**config.mk**
```make
export PLATFORM = sky130hd
export DESIGN_NAME = sonar_obstacle_detect_and_range
export DESIGN_NICKNAME = d
export VERILOG_FILES = /design/src/hdl/sod_pkg.sv /design/src/hdl/sonar_obstacle_detect_and_range.sv
export SDC_FILE = /design/constraint.sdc
export NUM_CORES = 1
export LEC_CHECK = 0
export BUFFER_PORTS_ARGS = -buffer_cell sky130_fd_sc_hd__buf_2
export CAP_MARGIN = 20
export CORE_ASPECT_RATIO = 1.2
export CORE_MARGIN = 4
export CORE_UTILIZATION = 31
export CTS_CLUSTER_DIAMETER = 60
export DETAILED_ROUTE_END_ITERATION = 10
export PLACE_DENSITY = 0.56
export SLEW_MARGIN = 40
export SYNTH_ARGS = -nofsm -noshare
export SYNTH_HDL_FRONTEND = slang
export SYNTH_SLANG_ARGS = --single-unit
export TNS_END_PERCENT = 1
```
**constraint.sdc**
```tcl
create_clock -name clk_i -period 9.85 [get_ports clk_i]
set_input_delay 0.985 -clock clk_i [delete_from_list [all_inputs] [get_ports clk_i]]
set_output_delay 0.985 -clock clk_i [all_outputs]
set_load 0.02 [all_outputs]
```
**src/hdl/sod_pkg.sv**
```systemverilog
`timescale 1ns / 1ps
package sod_pkg;

  typedef enum logic [1:0] {
    FUNC_DETECT = 2'd0,
    FUNC_ON     = 2'd1,
    FUNC_OFF    = 2'd2,
    FUNC_READ   = 2'd3
  } func_e;

  typedef enum logic [1:0] {
    KIND_OBSTACLE = 2'd0,
    KIND_DISTANCE = 2'd1,
    KIND_PERIOD   = 2'd2
  } kind_e;

  // configuration register indexes
  localparam logic CFG_TRIGGER_LEVEL = 1'b0;
  localparam logic CFG_INTERVAL      = 1'b1;

  localparam int          RANGE_W         = 8;
  localparam int          INTERVAL_W      = 16;
  localparam int          PERIOD_W        = 15;
  localparam logic [7:0]  RANGE_MAX       = 8'd255;
  localparam logic [15:0] MIN_INTERVAL_MS = 16'd165;

  // floor(x / 3) for 16-bit x: (x * ceil(2^17 / 3)) >> 17
  localparam int          PERIOD_SHIFT = 17;
  localparam logic [16:0] PERIOD_RECIP = 17'd43691;

endpackage

```
**src/hdl/sonar_obstacle_detect_and_range.sv**
```systemverilog
`timescale 1ns / 1ps
// Results: a result is registered from its input transaction and is valid in the following cycle.
// Throughput: one input transaction per cycle; input is stalled only while a
// finished result is held by a stalled output.
// Reset: asynchronous, active low; detector disarmed, history and read
// accumulators cleared, notices enabled, trigger 255, interval 0.
module sonar_obstacle_detect_and_range
  import sod_pkg::*;
#(
  parameter int HITS_REQUIRED    = 3,
  parameter int READ_COUNT_TOTAL = 3
) (
  input  logic                  clk_i,
  input  logic                  rst_ni,
  input  logic                  cfg_we_i,
  input  logic                  cfg_idx_i,
  input  logic [INTERVAL_W-1:0] cfg_data_i,
  input  logic                  in_valid_i,
  output logic                  in_stall_o,
  input  logic [1:0]            func_i,
  input  logic [RANGE_W-1:0]    range_sample_i,
  output logic                  out_valid_o,
  input  logic                  out_stall_i,
  output logic [1:0]            result_kind_o,
  output logic [RANGE_W-1:0]    distance_average_o,
  output logic [RANGE_W-1:0]    distance_maximum_o,
  output logic [RANGE_W-1:0]    distance_minimum_o,
  output logic [PERIOD_W-1:0]   sample_period_ms_o
);

  localparam int CNT_W   = $clog2(READ_COUNT_TOTAL + 1);
  localparam int SUM_W   = RANGE_W + $clog2(READ_COUNT_TOTAL + 1);
  localparam int AVG_SH  = SUM_W + 3;
  localparam int AVG_RCP = ((1 << AVG_SH) + READ_COUNT_TOTAL - 1) / READ_COUNT_TOTAL;
  localparam int PROD_W  = SUM_W + AVG_SH + 1;
  localparam logic [CNT_W-1:0] CNT_LAST = CNT_W'(READ_COUNT_TOTAL);

  logic [RANGE_W-1:0]       trigger_level_q;
  logic [INTERVAL_W-1:0]    interval_q;
  logic                     armed_q, armed_d;
  logic [HITS_REQUIRED-1:0] hist_q, hist_d;
  logic                     notice_en_q, notice_en_d;
  logic [CNT_W-1:0]         cnt_q, cnt_d;
  logic [SUM_W-1:0]         sum_q, sum_d;
  logic [RANGE_W-1:0]       max_q, max_d;
  logic [RANGE_W-1:0]       min_q, min_d;
  logic [RANGE_W-1:0]       trig_q, trig_d;

  logic                  out_valid_q;
  kind_e                 kind_q, kind_d;
  logic [RANGE_W-1:0]    avg_q, avg_d;
  logic [RANGE_W-1:0]    dmax_q, dmax_d;
  logic [RANGE_W-1:0]    dmin_q, dmin_d;
  logic [PERIOD_W-1:0]   period_q, period_d;
  logic                  emit;

  logic                     accept;
  func_e                    func;
  logic [HITS_REQUIRED-1:0] hist_sh;
  logic [CNT_W-1:0]         cnt_inc;
  logic [SUM_W-1:0]         sum_inc;
  logic [RANGE_W-1:0]       max_new, min_new;
  logic [INTERVAL_W-1:0]    iv_clamp;
  logic [32:0]              period_prod;
  logic [PROD_W-1:0]        avg_prod;

  assign in_stall_o = out_valid_q && out_stall_i;
  assign accept     = in_valid_i && !in_stall_o;
  assign func       = func_e'(func_i);

  assign hist_sh  = HITS_REQUIRED'({hist_q, (range_sample_i < trig_q)});
  assign cnt_inc  = cnt_q + 1'b1;
  assign sum_inc  = sum_q + SUM_W'(range_sample_i);
  assign max_new  = (range_sample_i > max_q) ? range_sample_i : max_q;
  assign min_new  = (range_sample_i < min_q) ? range_sample_i : min_q;
  assign iv_clamp = (interval_q < MIN_INTERVAL_MS) ? MIN_INTERVAL_MS : interval_q;

  assign period_prod = 33'(iv_clamp) * 33'(PERIOD_RECIP);
  assign avg_prod    = PROD_W'(sum_inc) * PROD_W'(AVG_RCP);

  always_comb begin
    armed_d     = armed_q;
    hist_d      = hist_q;
    notice_en_d = notice_en_q;
    cnt_d       = cnt_q;
    sum_d       = sum_q;
    max_d       = max_q;
    min_d       = min_q;
    trig_d      = trig_q;
    emit        = 1'b0;
    kind_d      = KIND_OBSTACLE;
    avg_d       = '0;
    dmax_d      = '0;
    dmin_d      = '0;
    period_d    = '0;
    case (func)
      FUNC_DETECT: begin
        if (armed_q) begin
          hist_d = hist_sh;
          if (notice_en_q && (&hist_sh)) begin
            // drop the newest hit and block further notices
            hist_d      = hist_sh & ~HITS_REQUIRED'(1);
            notice_en_d = 1'b0;
            emit        = 1'b1;
            kind_d      = KIND_OBSTACLE;
          end
        end
      end
      FUNC_ON: begin
        if (!armed_q) begin
          armed_d  = 1'b1;
          trig_d   = trigger_level_q;
          emit     = 1'b1;
          kind_d   = KIND_PERIOD;
          period_d = period_prod[PERIOD_SHIFT +: PERIOD_W];
        end
      end
      FUNC_OFF: begin
        armed_d     = 1'b0;
        hist_d      = '0;
        notice_en_d = 1'b1;
        cnt_d       = '0;
        sum_d       = '0;
        max_d       = '0;
        min_d       = RANGE_MAX;
        trig_d      = RANGE_MAX;
      end
      FUNC_READ: begin
        hist_d = '0;
        if (cnt_inc == CNT_LAST) begin
          emit   = 1'b1;
          kind_d = KIND_DISTANCE;
          avg_d  = avg_prod[AVG_SH +: RANGE_W];
          dmax_d = max_new;
          dmin_d = min_new;
          cnt_d  = '0;
          sum_d  = '0;
          max_d  = '0;
          min_d  = RANGE_MAX;
        end else begin
          cnt_d = cnt_inc;
          sum_d = sum_inc;
          max_d = max_new;
          min_d = min_new;
        end
      end
      default: begin
        emit = 1'b0;
      end
    endcase
  end

  always_ff @(posedge clk_i or negedge rst_ni) begin
    if (!rst_ni) begin
      trigger_level_q <= RANGE_MAX;
      interval_q      <= '0;
    end else if (cfg_we_i) begin
      case (cfg_idx_i)
        CFG_TRIGGER_LEVEL: trigger_level_q <= cfg_data_i[RANGE_W-1:0];
        CFG_INTERVAL:      interval_q      <= cfg_data_i;
        default:           interval_q      <= interval_q;
      endcase
    end
  end

  always_ff @(posedge clk_i or negedge rst_ni) begin
    if (!rst_ni) begin
      armed_q     <= 1'b0;
      hist_q      <= '0;
      notice_en_q <= 1'b1;
      cnt_q       <= '0;
      sum_q       <= '0;
      max_q       <= '0;
      min_q       <= RANGE_MAX;
      trig_q      <= RANGE_MAX;
    end else if (accept) begin
      armed_q     <= armed_d;
      hist_q      <= hist_d;
      notice_en_q <= notice_en_d;
      cnt_q       <= cnt_d;
      sum_q       <= sum_d;
      max_q       <= max_d;
      min_q       <= min_d;
      trig_q      <= trig_d;
    end
  end

  always_ff @(posedge clk_i or negedge rst_ni) begin
    if (!rst_ni) begin
      out_valid_q <= 1'b0;
    end else if (!in_stall_o) begin
      out_valid_q <= accept && emit;
    end
  end

  // result payload, loaded only with a new result
  always_ff @(posedge clk_i) begin
    if (accept && emit) begin
      kind_q   <= kind_d;
      avg_q    <= avg_d;
      dmax_q   <= dmax_d;
      dmin_q   <= dmin_d;
      period_q <= period_d;
    end
  end

  assign out_valid_o        = out_valid_q;
  assign result_kind_o      = kind_q;
  assign distance_average_o = avg_q;
  assign distance_maximum_o = dmax_q;
  assign distance_minimum_o = dmin_q;
  assign sample_period_ms_o = period_q;

  a_hist_only_armed : assert property (@(posedge clk_i) disable iff (!rst_ni)
    !armed_q |-> (hist_q == '0))
    else $error("hit history nonzero while disarmed");

  a_block_only_armed : assert property (@(posedge clk_i) disable iff (!rst_ni)
    !notice_en_q |-> armed_q)
    else $error("notices blocked while disarmed");

  a_cnt_bound : assert property (@(posedge clk_i) disable iff (!rst_ni)
    cnt_q < CNT_LAST)
    else $error("read count reached group size without a report");

  a_notice_blocks : assert property (@(posedge clk_i) disable iff (!rst_ni)
    (accept && emit && (kind_d == KIND_OBSTACLE)) |=> !notice_en_q)
    else $error("obstacle notice did not block further notices");

  a_arm_reports : assert property (@(posedge clk_i) disable iff (!rst_ni)
    $rose(armed_q) |-> (out_valid_q && (kind_q == KIND_PERIOD)))
    else $error("turn-on without sample period report");

endmodule
```
# Word-level counts from Yosys, hierarchy flattened
# Cells that the tools add are included.
# totals
reg_bits	106
latchBits	0
ramBits	0
romBits	0
word_cells	82
memories	0
# op_classes
add_sub_neg	2
multipliers	2
n_div	0
n_lt_le_gt_ge	4
eq_ne	7
shifts	0
mux	28
n_bitwise	2
reduce_logical	21
# op_table
cell	count
8-bit case mux with 2 select lines	3
8-bit 2-to-1 mux	5
16-bit by 16-bit multiplier with 32-bit output (second input constant)	1
10-bit by 12-bit multiplier with 21-bit output (second input constant)	1
10-bit case mux with 2 select lines	1
16-bit by 8-bit < comparator with 1-bit output (second input constant)	1
8-bit < comparator	2
16-bit 2-to-1 mux	1
2-bit case mux with 2 select lines	3
10-bit by 8-bit adder with 10-bit output	1
10-bit 2-to-1 mux	1
2-bit AND reduction	5
3-bit AND reduction	3
8-bit > comparator	1
1-bit 2-to-1 mux	8
2-bit nonzero test	4
2-bit == test (second input constant)	3
2-bit 2-to-1 mux	3
2-bit inequality test (second input constant)	3
1-bit logical AND	4
1-bit case mux with 2 select lines	2
4-bit AND reduction	1
2-bit OR reduction	2
1-bit case mux with 3 select lines	1
other kinds (5)	6

# Logic depth before layout (Yosys ltp)
# depth
word_depth	7
mapped_depth	28

# Worst setup path after synthesis
# OpenSTA, ideal clock, no wires.
# synth_path
path_type	input to register
from	input port range_sample_i[0]
to	register avg_q[7] (netlist: distance_average_o[7]) (data pin)
setup_ns	0.263
t_arrival_ns	6.505
required_ns	9.587
setup_slack_ns	3.082
path_stages	28
cell_sequence	ha_1 > inv_1 > fa_1 > nor2b_1 > o21ai_0 > a21boi_0 > o21ai_0 > a21boi_0 > o21ai_0 > nand2_1 > xnor2_1 > ha_1 > inv_1 > fa_1 > fa_1 > inv_1 > fa_1 > inv_1 > fa_1 > inv_1 > ha_1 > a21oi_1 > o21ai_0 > nor2_1 > a211oi_1 > o31ai_1 > nand3_1 > nor3b_1
# synth_between
elab_chain_cells	2
# synth_rtl
element	line_no	rtl
from (decl)	sonar_obstacle_detect_and_range.sv:21	input logic [RANGE_W-1:0] range_sample_i,
10-bit by 8-bit adder with 10-bit output	sonar_obstacle_detect_and_range.sv:73	assign sum_inc = sum_q + SUM_W'(range_sample_i);
10-bit by 12-bit multiplier with 21-bit output	sonar_obstacle_detect_and_range.sv:79	assign avg_prod = PROD_W'(sum_inc) * PROD_W'(AVG_RCP);
to (signal assigned)	sonar_obstacle_detect_and_range.sv:200	avg_q <= avg_d;
to (decl)	sonar_obstacle_detect_and_range.sv:51	logic [RANGE_W-1:0] avg_q, avg_d;
# No other way between the ends.
# A chain may end at the register's enable or synchronous reset.

# Worst setup path after layout
# Same ends and word-level chain as after synthesis.

==> run_results.csv <==
group,metric,value,unit
drt,detailedRoute.firstPassIterationCount,4,
final_layout,multi_input_logic_area,7750,sq um
drt,wire_per_inst,16.1,um
synthesis,postSynthRegisterBits,106,
sta,finalSetupTns,0,ps
clock_tree,clk_transition_reported_paths,90,ps
placed_design,dp.final_hpwl,22.7,mm
final_layout,layout.cell_area.non_filler,12900,sq um
sta,min_period,7200,ps
final_layout,register_area,2890,sq um
clock_tree,ctsLongestPathBuffers,2,
clock_tree,cts_resized,0,
clock_tree,clock-sinks,106,
grt,overflow,0,
final_layout,filler_cell_count,3682,
floorplan,floorplan.rows,77,
sta,fmax,0.139,GHz
worst_setup_path,critical_path_required,9970,ps
clock_tree,cts_htree_levels,3,
grt,grt_first_pass_wirelength,45.2,mm
drt,wirelength,27.3,mm
sta,clock-skew-final,17.0,ps
status,status,"finished, final reports clean",
placed_design,gp_congestion,0.909,
sta,hold_violations,0,
sta,timing.final.crit_share,0.731,
synthesis,synthesis.area_per_instance,10.1,sq um
drt,detailed_route_iter0_violations,331,
sta,rsz_0062_raised_after_global_routing,"no",
clock_tree,cts_root_buf,"sky130_fd_sc_hd__clkbuf_16",
synthesis,mappedNetlistNets,1513,
final_layout,drive_gt1_frac,0.133,
placed_design,place.port_buffers,74,
floorplan,top_level_ports,75,
flow_run,drv.max_cap_violation_count,0,
floorplan,fp.coreArea,37100,sq um
final_layout,area_delta_synth_final,10.6,%
placed_design,dp_worst_setup_slack,2180,ps
sta,max_slew.worst_pin.slew,833,ps
clock_tree,cts_setup_buffers,0,
worst_setup_path,slowest_delay,530,ps
drt,vias,8153,
floorplan,floorplan.die.height,221,um
worst_hold_path,holdCritPathClass,"reg -> reg",
grt,initial_antenna_violation_count,0,
grt,pin_count_of_the_biggest_net_entering_global_routing,66,
synthesis,number_of_instances_in_the_synthesized_netlist,1160,
synthesis,synthDistinctLibCells,64,
worst_setup_path,cp_data_arrival_time,7320,ps
sta,report.final.slew_viol_count,0,
grt,grt_pass1_vias,8749,
drt,ant_nets,0,
floorplan,die_width,185,um
synthesis,synth_edf_count,41,
grt,global_route.usage.total,0.139,
worst_setup_path,worst-path-max-fanout,8,
worst_setup_path,endpoint_kind,"register",
worst_setup_path,startpoint_type,"input pin",
sta,timing.final.ws_setup,2650,ps
floorplan,dieArea,40900,sq um
worst_setup_path,critical_path.slowest_cell,"sky130_fd_sc_hd__fa_1",
synthesis,ys_async_sr_fraction,0.613,
clock_tree,worst_skew_pair.late_latency,390,ps
synthesis,synth-seq-area-share,0.247,
synthesis,synth_top_flop_cell,"sky130_fd_sc_hd__edfxtp_1",
drt,via_cell_ratio,4.80,
sta,max-slew-margin-rel,0.445,
floorplan,start_util,0.316,
final_layout,nNetsFinal,1574,
clock_tree,post_cts_hold_buffer_count,0,
worst_setup_path,critical_path_class,"in -> reg",
synthesis,number_of_warnings_reported_in_the_yosys_synthesis_log,0,
synthesis,synth.cell_area,11700,sq um
clock_tree,tritoncts_clock_tree,"built",
clock_tree,number_of_buffers_created_by_cts,9,
drt,drc,0,
sta,setup_viol_count_final,0,
final_layout,antenna_cells,0,
placed_design,place_area,12600,sq um
-- critical path, delay by kind of cell --
family	cells	cell delay, ps
AND/OR/NAND/NOR	5	720
AO/OA/AOI/OAI	9	1680
adder cells (fa/ha/maj)	8	3200
XOR/XNOR	1	240
buffers and inverters	6	470
-- cell type report --
cell class,count,share of cell area
clock buffer,9,0.0174
clock inverter,7,0.00870
inverter,258,0.0749
multi-input combinational,769,0.599
sequential,106,0.223
tap,474,0.0458
timing repair buffer,77,0.0307
-- cells in the mapped netlist (all sizes together), types with 11 or more instances --
cell	count	area share
and2	11	0.0059
inv	258	0.083
xnor2	27	0.020
dfrtp	40	0.086
clkbuf	23	0.0074
dfstp	25	0.056
fa	107	0.18
nor2	57	0.018
a22o	14	0.010
ha	214	0.23
a21oi	38	0.016
o21ai	40	0.017
nor3	16	0.0068
nand3	27	0.012
mux2	24	0.023
nand2	41	0.013
a21o	17	0.011
edfxtp	41	0.11
-- logic make-up (layout without fill, tap and decap cells) --
| logic type | Yosys count | count (layout) | share of synthesized area |
|---|---|---|---|
| compound gates | 173 | 173 | 0.102 |
| xor+xnor | 34 | 34 | 0.0254 |
| fa+ha+maj | 321 | 321 | 0.412 |
| buf+inv | 285 | 351 | 0.0924 |
| flops | 106 | 106 | 0.247 |
| mux | 33 | 33 | 0.0308 |
| simple gates | 208 | 208 | 0.0905 |
-- registers in the layout (all words and copies together) (netlist names) --
register,count
interval_q,16
distance_minimum_o,8
sum_q,10
max_q,8
distance_average_o,8
result_kind_o,2
armed_q,1
cnt_q,2
sample_period_ms_o,15
trig_q,8
trigger_level_q,8
hist_q,2
notice_en_q,1
min_q,8
distance_maximum_o,8
out_valid_o,1
-- worst paths after layout --
| kind | end | slack (ps) | cells past startpoint | from |
|---|---|---|---|---|
| worst max-delay path | distance_average_o[7]$_SDFFCE_PN0P_ | 2650 | 29 | range_sample_i[0] |
| worst min-delay path | notice_en_q$_DFFE_PN1P_ | 490 | 2 | notice_en_q$_DFFE_PN1P_ |
| worst max register to register | sample_period_ms_o[14]$_SDFFCE_PN0P_ | 2830 | 21 | interval_q[14]$_DFFE_PN0P_ |
| worst min register to register | notice_en_q$_DFFE_PN1P_ | 490 | 2 | notice_en_q$_DFFE_PN1P_ |
| max in group asynchronous | interval_q[15]$_DFFE_PN0P_ | 8700 | 2 | rst_ni |
| min in group asynchronous | max_q[7]$_DFFE_PN0P_ | 660 | 2 | rst_ni |
-- cell usage in the layout, fill, tap and decap left out, types with 13 or more instances in the layout --
cell type and count:
sky130_fd_sc_hd__ha_1 214, sky130_fd_sc_hd__dfstp_2 25, sky130_fd_sc_hd__a21oi_1 38, sky130_fd_sc_hd__buf_2 74, sky130_fd_sc_hd__fa_1 107, sky130_fd_sc_hd__mux2_2 24, sky130_fd_sc_hd__dfrtp_1 40, sky130_fd_sc_hd__edfxtp_1 41
sky130_fd_sc_hd__a21o_1 17, sky130_fd_sc_hd__nor3_1 16, sky130_fd_sc_hd__a22o_1 13, sky130_fd_sc_hd__o21ai_0 35, sky130_fd_sc_hd__inv_1 258, sky130_fd_sc_hd__nand2_1 40, sky130_fd_sc_hd__nand3_1 26, sky130_fd_sc_hd__xnor2_1 27
sky130_fd_sc_hd__nor2_1 57
-- metrics by stage --
| step | hold WS, ps | instances | util |
|---|---|---|---|
| detailed placement | 474 | 1684 | 0.340 |
| global route | 531 | 1700 | 0.349 |
| floorplan | 442 | 1160 | - |
| CTS | 494 | 1700 | 0.349 |
| global placement | 470 | 1684 | 0.339 |
| finish | 490 | 1700 | 0.349 |
-- layer usage --
metal | global-route usage | vias to the layer above | share of wire
met5 | 0 | - | 0
met4 | 0.0500 | 0 | 0.028
met3 | 0.0238 | 41 | 0.034
met2 | 0.241 | 121 | 0.52
met1 | 0.173 | 4017 | 0.42
li1 | - | 3974 | -
Power is left out: the tool's default activity adds up to more than one toggle a clock period on the data nets, which glitch-free logic cannot reach.
